**config.mk**
```make
export PLATFORM = sky130hd
export DESIGN_NAME = packet_traffic_rate_meter_top_flat
export DESIGN_NICKNAME = d
export VERILOG_FILES = /design/src/rtl/ptrm_pkg.sv /design/src/rtl/ptrm_if.sv /design/src/rtl/ptrm_ctrl.sv /design/src/rtl/ptrm_dp.sv /design/src/rtl/packet_traffic_rate_meter_top.sv /design/src/flat_wrapper.sv
export SDC_FILE = /design/constraint.sdc
export NUM_CORES = 2
export LEC_CHECK = 0
export ABC_AREA = 1
export BUFFER_PORTS_ARGS = -buffer_cell sky130_fd_sc_hd__buf_2
export CAP_MARGIN = 20
export CELL_PAD_IN_SITES_DETAIL_PLACEMENT = 0
export CELL_PAD_IN_SITES_GLOBAL_PLACEMENT = 1
export CORE_MARGIN = 2
export CORE_UTILIZATION = 43
export DETAILED_ROUTE_END_ITERATION = 7
export PLACE_DENSITY_LB_ADDON = 0.1
export SETUP_SLACK_MARGIN = 0.2
export SYNTH_ARGS = -nofsm -noshare
export SYNTH_HDL_FRONTEND = slang
export SYNTH_HIERARCHICAL = 1
export SYNTH_SLANG_ARGS = --single-unit
```
**constraint.sdc**
```tcl
create_clock -name clock -period 8.7 [get_ports clock]
set_input_delay 1.74 -clock clock [delete_from_list [all_inputs] [get_ports clock]]
set_output_delay 1.74 -clock clock [all_outputs]
set_load 0.005 [all_outputs]
```
**src/rtl/ptrm_pkg.sv**
```systemverilog
`default_nettype none
package ptrm_pkg;

   // Field widths
   localparam int CNT_W   = 32;
   localparam int ERR_W   = 16;
   localparam int RATE_W  = 16;
   localparam int SCALE_W = 14;
   localparam int PROD_W  = CNT_W + SCALE_W;

   // Rate arithmetic constants
   localparam logic [SCALE_W-1:0] RATE_SCALE = SCALE_W'(10000);
   localparam logic [RATE_W-1:0]  RATE_MAX   = 16'hFFFF;

   // Quotient bits produced by the serial divider, one per step
   localparam int QUO_BITS = RATE_W;
   localparam int STEP_W   = $clog2(QUO_BITS);

   typedef enum logic [1:0] {
      CMD_FWD    = 2'd0,
      CMD_FAIL   = 2'd1,
      CMD_SAMPLE = 2'd2
   } cmd_type;

   // Controller to datapath commands
   typedef struct packed {
      logic capture;
      logic apply;
      logic diff;
      logic mul;
      logic sat;
      logic div_step;
      logic store;
      logic sel_phone;
      logic load_rsp;
   } ctl_cmd_type;

   // Datapath to controller status
   typedef struct packed {
      logic sample_go;
   } ctl_sts_type;

endpackage
`default_nettype wire

```
**src/rtl/ptrm_if.sv**
```systemverilog
`default_nettype none
interface ptrm_req_if
   import ptrm_pkg::*;
   ();
   logic                    valid;
   logic                    ready;
   logic [1:0]              command;
   logic                    to_car;
   logic signed [ERR_W-1:0] error_code;
   logic [CNT_W-1:0]        now_ms;

   modport source (output valid, output command, output to_car, output error_code,
                   output now_ms, input ready);
   modport sink   (input valid, input command, input to_car, input error_code,
                   input now_ms, output ready);
endinterface

interface ptrm_rsp_if
   import ptrm_pkg::*;
   ();
   logic                    valid;
   logic                    ready;
   logic [CNT_W-1:0]        car_total;
   logic [CNT_W-1:0]        phone_total;
   logic [RATE_W-1:0]       car_rate_tenths;
   logic [RATE_W-1:0]       phone_rate_tenths;
   logic signed [ERR_W-1:0] recent_error;
   logic [CNT_W-1:0]        repeat_count;

   modport source (output valid, output car_total, output phone_total,
                   output car_rate_tenths, output phone_rate_tenths,
                   output recent_error, output repeat_count, input ready);
   modport sink   (input valid, input car_total, input phone_total,
                   input car_rate_tenths, input phone_rate_tenths,
                   input recent_error, input repeat_count, output ready);
endinterface
`default_nettype wire

```
**src/rtl/ptrm_ctrl.sv**
```systemverilog
`default_nettype none
module ptrm_ctrl
   import ptrm_pkg::*;
(
   input  wire logic        clock,
   input  wire logic        reset,
   input  wire logic        req_valid,
   output logic             req_ready,
   output logic             rsp_valid,
   input  wire logic        rsp_ready,
   input  wire ctl_sts_type sts,
   output ctl_cmd_type      cmd
);

   typedef enum logic [2:0] {
      ST_IDLE,
      ST_EXEC,
      ST_DIFF,
      ST_MUL,
      ST_SAT,
      ST_DIV,
      ST_STORE,
      ST_DONE
   } state_type;

   state_type         state_ff;
   logic [STEP_W-1:0] step_ff;
   logic              phone_ff;
   logic              rsp_valid_ff;

   // Decode commands from the current state
   always_comb begin
      cmd           = '0;
      cmd.capture   = (state_ff == ST_IDLE) && req_valid;
      cmd.apply     = (state_ff == ST_EXEC);
      cmd.diff      = (state_ff == ST_DIFF);
      cmd.mul       = (state_ff == ST_MUL);
      cmd.sat       = (state_ff == ST_SAT);
      cmd.div_step  = (state_ff == ST_DIV);
      cmd.store     = (state_ff == ST_STORE);
      cmd.sel_phone = phone_ff;
      cmd.load_rsp  = (state_ff == ST_DONE) && (!rsp_valid_ff || rsp_ready);
   end

   assign req_ready = (state_ff == ST_IDLE);
   assign rsp_valid = rsp_valid_ff;

   // Sequence one event: car pass then phone pass for a rate sample
   always_ff @(posedge clock) begin
      if (reset) begin
         state_ff     <= ST_IDLE;
         step_ff      <= '0;
         phone_ff     <= 1'b0;
         rsp_valid_ff <= 1'b0;
      end else begin
         if (cmd.load_rsp) begin
            rsp_valid_ff <= 1'b1;
         end else if (rsp_ready) begin
            rsp_valid_ff <= 1'b0;
         end
         case (state_ff)
            ST_IDLE: begin
               if (req_valid) state_ff <= ST_EXEC;
            end
            ST_EXEC: begin
               phone_ff <= 1'b0;
               state_ff <= sts.sample_go ? ST_DIFF : ST_DONE;
            end
            ST_DIFF: state_ff <= ST_MUL;
            ST_MUL:  state_ff <= ST_SAT;
            ST_SAT:  state_ff <= ST_DIV;
            ST_DIV: begin
               if (step_ff == STEP_W'(QUO_BITS - 1)) begin
                  step_ff  <= '0;
                  state_ff <= ST_STORE;
               end else begin
                  step_ff <= step_ff + 1'b1;
               end
            end
            ST_STORE: begin
               if (phone_ff) begin
                  state_ff <= ST_DONE;
               end else begin
                  phone_ff <= 1'b1;
                  state_ff <= ST_DIFF;
               end
            end
            ST_DONE: begin
               if (!rsp_valid_ff || rsp_ready) state_ff <= ST_IDLE;
            end
            default: state_ff <= ST_IDLE;
         endcase
      end
   end

`ifndef SYNTHESIS
   a_accept_drops_ready: assert property (@(posedge clock) disable iff (reset)
      (req_valid && req_ready) |=> !req_ready)
      else $error("ready stayed high after an input transfer");

   a_step_only_in_div: assert property (@(posedge clock) disable iff (reset)
      (state_ff != ST_DIV) |-> (step_ff == '0))
      else $error("divider step count nonzero outside division");

   a_rsp_from_done: assert property (@(posedge clock) disable iff (reset)
      $rose(rsp_valid_ff) |-> $past(state_ff == ST_DONE))
      else $error("response raised outside the done state");

   a_both_passes: assert property (@(posedge clock) disable iff (reset)
      ((state_ff == ST_DONE) && $past(state_ff == ST_STORE)) |-> $past(phone_ff))
      else $error("rate sample finished without the phone pass");
`endif

endmodule
`default_nettype wire

```
**src/rtl/ptrm_dp.sv**
```systemverilog
`default_nettype none
module ptrm_dp
   import ptrm_pkg::*;
(
   input  wire logic                    clock,
   input  wire logic                    reset,
   input  wire ctl_cmd_type             cmd,
   output ctl_sts_type                  sts,
   input  wire logic [1:0]              req_command,
   input  wire logic                    req_to_car,
   input  wire logic signed [ERR_W-1:0] req_error_code,
   input  wire logic [CNT_W-1:0]        req_now_ms,
   output logic [CNT_W-1:0]             rsp_car_total,
   output logic [CNT_W-1:0]             rsp_phone_total,
   output logic [RATE_W-1:0]            rsp_car_rate_tenths,
   output logic [RATE_W-1:0]            rsp_phone_rate_tenths,
   output logic signed [ERR_W-1:0]      rsp_recent_error,
   output logic [CNT_W-1:0]             rsp_repeat_count
);

   // Captured event
   logic [1:0]              command_ff;
   logic                    to_car_ff;
   logic signed [ERR_W-1:0] error_code_ff;
   logic [CNT_W-1:0]        now_ms_ff;

   // Statistics state
   logic [CNT_W-1:0]        car_count_ff;
   logic [CNT_W-1:0]        phone_count_ff;
   logic [CNT_W-1:0]        car_mark_ff;
   logic [CNT_W-1:0]        phone_mark_ff;
   logic [CNT_W-1:0]        time_mark_ff;
   logic [RATE_W-1:0]       car_rate_ff;
   logic [RATE_W-1:0]       phone_rate_ff;
   logic signed [ERR_W-1:0] last_error_ff;
   logic [CNT_W-1:0]        error_repeats_ff;

   // Rate computation
   logic [CNT_W-1:0]        elapsed_ff;
   logic [CNT_W-1:0]        packets_ff;
   logic [PROD_W-1:0]       product_ff;
   logic                    sat_ff;
   logic [CNT_W-1:0]        rem_ff;
   logic [QUO_BITS-1:0]     low_ff;
   logic [QUO_BITS-1:0]     quo_ff;

   logic [CNT_W-1:0]        elapsed_in;
   logic [CNT_W:0]          rem_shift;
   logic                    quo_bit;
   logic [RATE_W-1:0]       rate_in;

   assign elapsed_in    = now_ms_ff - time_mark_ff;
   assign sts.sample_go = (command_ff == CMD_SAMPLE) && (elapsed_in != '0);

   // Restoring divide step: shift in next dividend bit, subtract if it fits
   assign rem_shift = {rem_ff, low_ff[QUO_BITS-1]};
   assign quo_bit   = (rem_shift >= {1'b0, elapsed_ff});
   assign rate_in   = sat_ff ? RATE_MAX : quo_ff;

   // Capture the event on transfer
   always_ff @(posedge clock) begin
      if (cmd.capture) begin
         command_ff    <= req_command;
         to_car_ff     <= req_to_car;
         error_code_ff <= req_error_code;
         now_ms_ff     <= req_now_ms;
      end
   end

   // Statistics registers
   always_ff @(posedge clock) begin
      if (reset) begin
         car_count_ff     <= '0;
         phone_count_ff   <= '0;
         car_mark_ff      <= '0;
         phone_mark_ff    <= '0;
         time_mark_ff     <= '0;
         car_rate_ff      <= '0;
         phone_rate_ff    <= '0;
         last_error_ff    <= '0;
         error_repeats_ff <= '0;
      end else begin
         if (cmd.apply) begin
            case (command_ff)
               CMD_FWD: begin
                  if (to_car_ff) car_count_ff <= car_count_ff + 1'b1;
                  else           phone_count_ff <= phone_count_ff + 1'b1;
               end
               CMD_FAIL: begin
                  if (error_code_ff == last_error_ff) begin
                     error_repeats_ff <= error_repeats_ff + 1'b1;
                  end else begin
                     last_error_ff    <= error_code_ff;
                     error_repeats_ff <= CNT_W'(1);
                  end
               end
               default: ;
            endcase
         end
         // Store rate; the phone pass also advances the marks
         if (cmd.store) begin
            if (cmd.sel_phone) begin
               phone_rate_ff <= rate_in;
               car_mark_ff   <= car_count_ff;
               phone_mark_ff <= phone_count_ff;
               time_mark_ff  <= now_ms_ff;
            end else begin
               car_rate_ff <= rate_in;
            end
         end
      end
   end

   // Elapsed time, packet difference, multiply, saturation check and serial divide
   always_ff @(posedge clock) begin
      if (cmd.apply) elapsed_ff <= elapsed_in;
      if (cmd.diff) begin
         packets_ff <= cmd.sel_phone ? (phone_count_ff - phone_mark_ff)
                                     : (car_count_ff - car_mark_ff);
      end
      if (cmd.mul) product_ff <= {{SCALE_W{1'b0}}, packets_ff} * {{CNT_W{1'b0}}, RATE_SCALE};
      if (cmd.sat) begin
         sat_ff <= ({{(CNT_W + QUO_BITS - PROD_W){1'b0}}, product_ff}
                    >= {elapsed_ff, {QUO_BITS{1'b0}}});
         rem_ff <= CNT_W'(product_ff[PROD_W-1:QUO_BITS]);
         low_ff <= product_ff[QUO_BITS-1:0];
         quo_ff <= '0;
      end
      if (cmd.div_step) begin
         rem_ff <= quo_bit ? CNT_W'(rem_shift - {1'b0, elapsed_ff}) : rem_shift[CNT_W-1:0];
         low_ff <= {low_ff[QUO_BITS-2:0], 1'b0};
         quo_ff <= {quo_ff[QUO_BITS-2:0], quo_bit};
      end
   end

   // Response snapshot register
   always_ff @(posedge clock) begin
      if (cmd.load_rsp) begin
         rsp_car_total         <= car_count_ff;
         rsp_phone_total       <= phone_count_ff;
         rsp_car_rate_tenths   <= car_rate_ff;
         rsp_phone_rate_tenths <= phone_rate_ff;
         rsp_recent_error      <= last_error_ff;
         rsp_repeat_count      <= error_repeats_ff;
      end
   end

endmodule
`default_nettype wire

```
**src/rtl/packet_traffic_rate_meter_top.sv**
```systemverilog
`default_nettype none
// Two-direction packet traffic meter.
// req_ch carries one event per transfer: forwarded packet (count toward car
// or phone), send failure (error number repeat tracking) or rate sample
// (millisecond timestamp). rsp_ch returns one status snapshot per event,
// taken after the event has been applied.
// Forwarded, failure, unused and zero-elapsed sample events skip the rate
// passes. A rate sample with time elapsed makes two passes (car, phone)
// through one shared multiplier and a 16-step restoring divider.
// One event is in work at a time; req_ch.ready is high while idle.
// The response register holds a finished snapshot while the receiver
// stalls; the next event is taken meanwhile and waits in the done step
// until the register frees.
// Synchronous reset clears all totals, marks, rates and the error record
// to zero and drops the response valid.
module packet_traffic_rate_meter_top
   import ptrm_pkg::*;
(
   input  wire logic clock,
   input  wire logic reset,
   ptrm_req_if.sink  req_ch,
   ptrm_rsp_if.source rsp_ch
);

   ctl_cmd_type ctl_cmd;
   ctl_sts_type ctl_sts;

   ptrm_ctrl u_ctrl (
      .clock     (clock),
      .reset     (reset),
      .req_valid (req_ch.valid),
      .req_ready (req_ch.ready),
      .rsp_valid (rsp_ch.valid),
      .rsp_ready (rsp_ch.ready),
      .sts       (ctl_sts),
      .cmd       (ctl_cmd)
   );

   ptrm_dp u_dp (
      .clock                 (clock),
      .reset                 (reset),
      .cmd                   (ctl_cmd),
      .sts                   (ctl_sts),
      .req_command           (req_ch.command),
      .req_to_car            (req_ch.to_car),
      .req_error_code        (req_ch.error_code),
      .req_now_ms            (req_ch.now_ms),
      .rsp_car_total         (rsp_ch.car_total),
      .rsp_phone_total       (rsp_ch.phone_total),
      .rsp_car_rate_tenths   (rsp_ch.car_rate_tenths),
      .rsp_phone_rate_tenths (rsp_ch.phone_rate_tenths),
      .rsp_recent_error      (rsp_ch.recent_error),
      .rsp_repeat_count      (rsp_ch.repeat_count)
   );

endmodule
`default_nettype wire
```
**src/flat_wrapper.sv**
```systemverilog
// flat-port wrapper written by rule: the top's interface ports become plain ports
module packet_traffic_rate_meter_top_flat import ptrm_pkg::*;
  (clock, reset, req_ch_valid, req_ch_command, req_ch_to_car, req_ch_error_code, req_ch_now_ms, req_ch_ready, rsp_ch_valid, rsp_ch_car_total, rsp_ch_phone_total, rsp_ch_car_rate_tenths, rsp_ch_phone_rate_tenths, rsp_ch_recent_error, rsp_ch_repeat_count, rsp_ch_ready);
  ptrm_req_if req_ch_i ();
  ptrm_rsp_if rsp_ch_i ();
  input  wire logic clock;
  input  wire logic reset;
  input wire logic [$bits(req_ch_i.valid)-1:0] req_ch_valid;
  input wire logic [$bits(req_ch_i.command)-1:0] req_ch_command;
  input wire logic [$bits(req_ch_i.to_car)-1:0] req_ch_to_car;
  input wire logic [$bits(req_ch_i.error_code)-1:0] req_ch_error_code;
  input wire logic [$bits(req_ch_i.now_ms)-1:0] req_ch_now_ms;
  output wire logic [$bits(req_ch_i.ready)-1:0] req_ch_ready;
  output wire logic [$bits(rsp_ch_i.valid)-1:0] rsp_ch_valid;
  output wire logic [$bits(rsp_ch_i.car_total)-1:0] rsp_ch_car_total;
  output wire logic [$bits(rsp_ch_i.phone_total)-1:0] rsp_ch_phone_total;
  output wire logic [$bits(rsp_ch_i.car_rate_tenths)-1:0] rsp_ch_car_rate_tenths;
  output wire logic [$bits(rsp_ch_i.phone_rate_tenths)-1:0] rsp_ch_phone_rate_tenths;
  output wire logic [$bits(rsp_ch_i.recent_error)-1:0] rsp_ch_recent_error;
  output wire logic [$bits(rsp_ch_i.repeat_count)-1:0] rsp_ch_repeat_count;
  input wire logic [$bits(rsp_ch_i.ready)-1:0] rsp_ch_ready;
  assign req_ch_i.valid = req_ch_valid;
  assign req_ch_i.command = req_ch_command;
  assign req_ch_i.to_car = req_ch_to_car;
  assign req_ch_i.error_code = req_ch_error_code;
  assign req_ch_i.now_ms = req_ch_now_ms;
  assign req_ch_ready = req_ch_i.ready;
  assign rsp_ch_valid = rsp_ch_i.valid;
  assign rsp_ch_car_total = rsp_ch_i.car_total;
  assign rsp_ch_phone_total = rsp_ch_i.phone_total;
  assign rsp_ch_car_rate_tenths = rsp_ch_i.car_rate_tenths;
  assign rsp_ch_phone_rate_tenths = rsp_ch_i.phone_rate_tenths;
  assign rsp_ch_recent_error = rsp_ch_i.recent_error;
  assign rsp_ch_repeat_count = rsp_ch_i.repeat_count;
  assign rsp_ch_i.ready = rsp_ch_ready;
  packet_traffic_rate_meter_top u_core (.clock(clock), .reset(reset), .req_ch(req_ch_i), .rsp_ch(rsp_ch_i));
endmodule
```
-- Word level (Yosys, flattened, before mapping)
Index checks and enable logic that the tools add are counted.
- register bits after elaboration: 611
- input port bits: 55
- output and inout bits: 146
- word-level logic and storage cells: 97
- add/sub/neg operators: 8
- multiply operators: 1
- $lt $le $gt $ge: 2
- eq/ne operators: 14
- mux-type cells: 20
- bitwise logic cells: 3
- reductions and logical operators: 18
- operators by type and width (operator ; number):
    $mux 32 ; 5
    $sub 32x32->32 ; 4
    $add 32x1->32 const B ; 3
    $mux 16 ; 5
    $ge 46x48->1 ; 1
    $mul 32x10->42 const B ; 1
    $ge 33x32->1 ; 1
    $reduce_bool 32->1 ; 1
    $pmux 3 s8 ; 1
    $eq 16x16->1 ; 1
    $mux 3 ; 5
    $eq 3x3->1 const B ; 4
    $reduce_and 3->1 ; 4
    $eq 3x2->1 const B ; 2
    $reduce_and 2->1 ; 3
    $reduce_bool 2->1 ; 3
    $add 4x1->4 const B ; 1
    $eq 4x4->1 const B ; 1
    $mux 4 ; 1
    $ne 2x2->1 const B ; 2
    $eq 3x1->1 const B ; 1
    $logic_and 1x1->1 ; 3
    $logic_not 3->1 ; 1
    $not 1->1 ; 3
    other kinds (8) ; 9

-- Logic depth before layout (Yosys ltp)
- depth after elaboration: 5
- depth in mapped cells: 24
- depth with buffers taken out: 24

-- Modules after synthesis
The synthesis kept the hierarchy.
- by module, submodules not included (module ; times used ; cells an instance ; area each (um^2) ; sequential area each (um^2)):
    ptrm_dp ; 1 ; 4448 ; 36840.3 ; 15675.0
    ptrm_ctrl ; 1 ; 80 ; 589.3 ; 180.2

-- Worst setup path after synthesis
No wires, ideal clock.
- path kind: in2reg
- start point: input port rsp_ch_ready
- end point: register u_core.u_dp.rsp_car_rate_tenths[0], enable pin
- setup time: 649 ps
- arrival: 7789 ps
- data required time: 8051 ps
- path slack: 262 ps
- stages: 2
- path buffers: 0
- path through: nor2_1 > nor2_1
- RTL lines (what ; RTL line ; RTL):
    start, declared ; flat_wrapper.sv:21 ; input wire logic [$bits(rsp_ch_i.ready)-1:0] rsp_ch_ready;
    end signal, assigned ; ptrm_dp.sv:141 ; rsp_car_rate_tenths <= car_rate_ff;
    end, declared ; ptrm_dp.sv:15 ; output logic [RATE_W-1:0] rsp_car_rate_tenths,

-- Final worst setup path
- start point: register u_core.u_dp.packets_ff[4]
- end point: register u_core.u_dp.product_ff[34], data pin
- longest elaborated chain between the ends: 1
- ends and longest elaborated chain (what ; RTL line ; RTL):
    start, declared ; ptrm_dp.sv:40 ; logic [CNT_W-1:0] packets_ff;
    start signal, assigned ; ptrm_dp.sv:118 ; packets_ff <= cmd.sel_phone ? (phone_count_ff - phone_mark_ff)
    $mul 32x10->42 ; ptrm_dp.sv:121 ; if (cmd.mul) product_ff <= {{SCALE_W{1'b0}}, packets_ff} * {{CNT_W{1'b0}}, RATE_SCALE};
    end signal, assigned ; ptrm_dp.sv:121 ;
    end, declared ; ptrm_dp.sv:41 ; logic [PROD_W-1:0] product_ff;
Every way passes these cells.
A chain may end at the register's enable or synchronous reset.

==> tab_implementation.tex <==
\begin{tabular}{lr}
\hline
Metric & Value \\
\hline
\multicolumn{2}{l}{\textbf{Critical path}} \\
Number of buffer and inverter stages on the critical path & 7 \\
Arr. time, crit path & between 5 and 6 ns \\
Worst Setup End Kind & flip-flop \\
Worst stage delay on the critical path & around 0.54 ns \\
CP Launch Point & u\_core/u\_dp/packets\_ff[4]\$\_DFFE\_PP\_ \\
R2r setup slk & about 3.8 ns \\
Launch point of the worst reg-to-reg path & u\_core/u\_dp/packets\_ff[4]\$\_DFFE\_PP\_ \\
Critical path launch point type & flip-flop \\
Crit path kind & reg -> reg \\
Crit path max-delay family & adder cells \\
Crit Path Max Fanout & 4 \\
Critical path required time & 9.07 ns \\
Slowest cell on crit path & fa\_1 \\
Critical path cell sequence & inv\_1 > fa\_1 > inv\_1 > ha\_1 > inv\_1 > fa\_1 > inv\_1 > ha\_1 > inv\_1 > fa\_1 > inv\_1 > ha\_1 > nand2\_1 > nor2\_1 > inv\_1 > o21ai\_0 > a21oi\_1 > o21ai\_0 > nand3\_1 > nand3\_1 > nand2\_1 \\
Library cell appearing most often on the critical path & inv\_1 \\
\multicolumn{2}{l}{\textbf{Floorplanning}} \\
Die Area & roughly 0.089 sq mm \\
Horizontal extent of the die & 299.0 um \\
Core region area & 0.08648 sq mm \\
Die H & roughly 300 um \\
Initial core utilization & 43.28\% \\
IO Pins & 201 \\
Cell row count & 108 \\
\multicolumn{2}{l}{\textbf{Yosys}} \\
Synth Instances & approximately 4500 \\
Area share of the leading cell type in the synthesized netlist & 29.04\% \\
Syn avg cell area & 8.266 sq um \\
EDFF count, synth & between 300 and 400 \\
Synthesized Nets & 4947 \\
Cell variety after synth & 59 \\
Synth top area cells & edfxtp\_1 (29\%), dfxtp\_1 (13\%), ha\_1 (9.3\%) \\
Cell taking the most area after synthesis & edfxtp\_1 \\
Share of synthesized registers carrying an async set or reset & 0\% \\
Predominant post-synthesis flop cell & edfxtp\_1 \\
Post-synthesis sequential element count & 611 \\
Syn. warnings & 6 \\
Sequential element share of the synthesized area & between 40\% and 50\% \\
Netlist area before placement & approximately 0.037 sq mm \\
\multicolumn{2}{l}{\textbf{Clock tree}} \\
Resize count post-CTS & 0 \\
Register clock-pin slew on the reported worst setup and hold paths & 0.06 ns \\
Number of setup buffers added after CTS & 0 \\
Number of clock sinks & 611 \\
Clock root buffer & clkbuf\_16 \\
Worst-Skew Late Latency & approximately 0.65 ns \\
Largest buffer count on any clock path & 3 \\
Clock tree from TritonCTS & yes \\
Htree depth & 3 \\
Clock buffer count from CTS & just over 70 \\
Post-CTS Hold Buffers & 0 \\
\multicolumn{2}{l}{\textbf{STA}} \\
Worst rel slew slack & 30.41\% \\
Pins Over Slew Limit & 0 \\
Final count of hold timing violations & 0 \\
Clock Skews & approximately 0.048 ns \\
Time the worst path needs with I/O delays and setup & 4.904 ns \\
Setup TNS Final & 0 ns \\
Share of the cycle needed by the critical path after routing & between 50\% and 60\% \\
Transition time at the pin with the least slew margin & about 1.0 ns \\
Maximum operating frequency & a little over 200 MHz \\
Setup-failing EPs final & 0 \\
Unrepaired setup endpoints after global routing & no \\
\multicolumn{2}{l}{\textbf{Global routing}} \\
Initial antenna violation count & 2 \\
Total global-route track usage & 23.40\% \\
Vias in the first global route & 29460 \\
First-pass GRT wire length & 165.5 mm \\
Largest net degree at the start of global routing & 141 \\
Global route total overflow & 0 \\
\multicolumn{2}{l}{\textbf{Drt}} \\
Avg Vias per Cell & 5.017 \\
Detailed-route wire length per cell & 17.57 um \\
Total via count in the routed design & roughly 30000 \\
Residual DRC & 0 \\
Number of DRC markers after the initial detailed-route iteration & $\sim$1700 \\
DR pass1 iterations & 5 \\
Final routed wirelength across all metal layers & 104.5 mm \\
Post-detailed-route count of antenna-violating nets & 0 \\
\multicolumn{2}{l}{\textbf{Place}} \\
Total cell area at the placement stage & 0.03970 sq mm \\
Routability cong. & 0.9205 \\
Placed wire-length estimate after detailed placement & 80.84 mm \\
Input/output buffers & 200 \\
\multicolumn{2}{l}{\textbf{Final layout}} \\
Area added between synthesis and finish & 12.41\% \\
Leading cell type in the layout, fill and taps excluded & nand2\_1 \\
Max reg flops & 42 \\
Post-layout instance area & 0.04207 sq mm \\
Leading cell types in the layout, fill and taps excluded & nand2\_1 (889), inv\_1 (775), a21oi\_1 (398), nor2\_1 (375), edfxtp\_1 (362) \\
Post-layout net count & roughly 5100 \\
Fraction of final layout cells sized beyond drive strength 1 & 8.561\% \\
Register with the most flip-flops & u\_core/u\_dp/product\_ff \\
\multicolumn{2}{l}{\textbf{Job}} \\
Maxcap violations & 0 \\
\multicolumn{2}{l}{\textbf{Power and ir drop}} \\
Largest voltage drop on the vdd net & 0.0003286 V \\
Power per standard cell area & 419.0 mW/mm\^{}2 \\
Leakage & about 0.019 uW \\
\multicolumn{2}{l}{\textbf{Run status}} \\
Result of the run & complete, no violations \\
\multicolumn{2}{l}{\textbf{Worst hold path}} \\
Class of the most critical hold timing path & reg -> reg \\
Min-delay src & u\_core/u\_dp/phone\_rate\_ff[0]\$\_SDFFE\_PP0P\_ \\
\hline
\end{tabular}
==> cell families after synthesis <==
logic type | count (synthesis) | synth area share [%]
simple gates | 1743 | 20.47
buf+inv | 871 | 8.848
compound gates | 835 | 11.96
fa+ha+maj | 364 | 13.91
mux | 3 | 0.08357
flops | 611 | 42.36
xor+xnor | 101 | 2.363
==> synthesized netlist by cell type, drive strengths merged, types with 46 or more instances <==
cell type  instances
clkbuf            74
nand3b            49
nor3              97
fa                87
nand2            900
nor2             392
edfxtp           362
nand3            186
ha               277
o21ai            320
dfxtp            249
xor2              55
nand4             55
inv              781
a21oi            399
xnor2             46
==> layer usage <==
| metal | routed length (um) | GRT usage, % | vias up |
|---|---|---|---|
| met5 | 0 | 0 | - |
| met4 | 2905 | 7.512 | 0 |
| met3 | 3835 | 2.559 | 131 |
| met2 | 49390 | 39.66 | 547 |
| met1 | 48330 | 31.35 | 13780 |
| li1 | - | - | 15380 |
==> worst reg2reg max path, stage by stage, from the launching register on <==
cell and delay (ns):
edfxtp_1 0.40, inv_1 0.13, fa_1 0.54, inv_1 0.04
ha_1 0.26, inv_1 0.05, fa_1 0.53, inv_1 0.04
ha_1 0.26, inv_1 0.05, fa_1 0.49, inv_1 0.04
ha_1 0.35, nand2_1 0.15, nor2_1 0.17, inv_1 0.07
o21ai_0 0.28, a21oi_1 0.19, o21ai_0 0.31, nand3_1 0.15
nand3_1 0.10, nand2_1 0.06
==> cell type report <==
cell class / instances / area, sq um
tap: 1155 / 1445
fill: 8684 / 44410
multi-input combinational: 3046 / 18310
inverter: 783 / 2950
clock inverter: 35 / 375.4
sequential: 611 / 15860
clock buffer: 97 / 1997
antenna: 2 / 5.005
timing repair buffer: 217 / 1141
==> final timing paths <==
kind,to,cells past startpoint
worst max register to register,u_core/u_dp/product_ff[34]$_DFFE_PP_,21
worst min register to register,u_core/u_dp/rsp_phone_rate_tenths[0]$_DFFE_PP_,0
worst min-delay path,u_core/u_dp/rsp_phone_rate_tenths[0]$_DFFE_PP_,0
worst max-delay path,u_core/u_dp/product_ff[34]$_DFFE_PP_,21
==> report_power, final <==
part	internal (uW)	switching [uW]
clock	1750	1260
combinational	3650	6720
sequential	4000	246
==> through the flow <==
step / instances / utilization, % / worst slack, ns / hold slack [ns] / total power [uW]
5_1_grt: 5944 / 48.64 / 3.239 / 0.4359 / 19440
3_3_place_gp: 5812 / 45.90 / 3.873 / 0.4050 / 14720
4_1_cts: 5944 / 48.64 / 3.739 / 0.4288 / 17790
2_1_floorplan: 4528 / - / 0.2620 / 0.4030 / 11850
3_5_place_dp: 5812 / 45.90 / 3.761 / 0.4119 / 14660
6_report: 5946 / 48.65 / 3.796 / 0.4262 / 17630
Power figures use the tool's default switching activity.
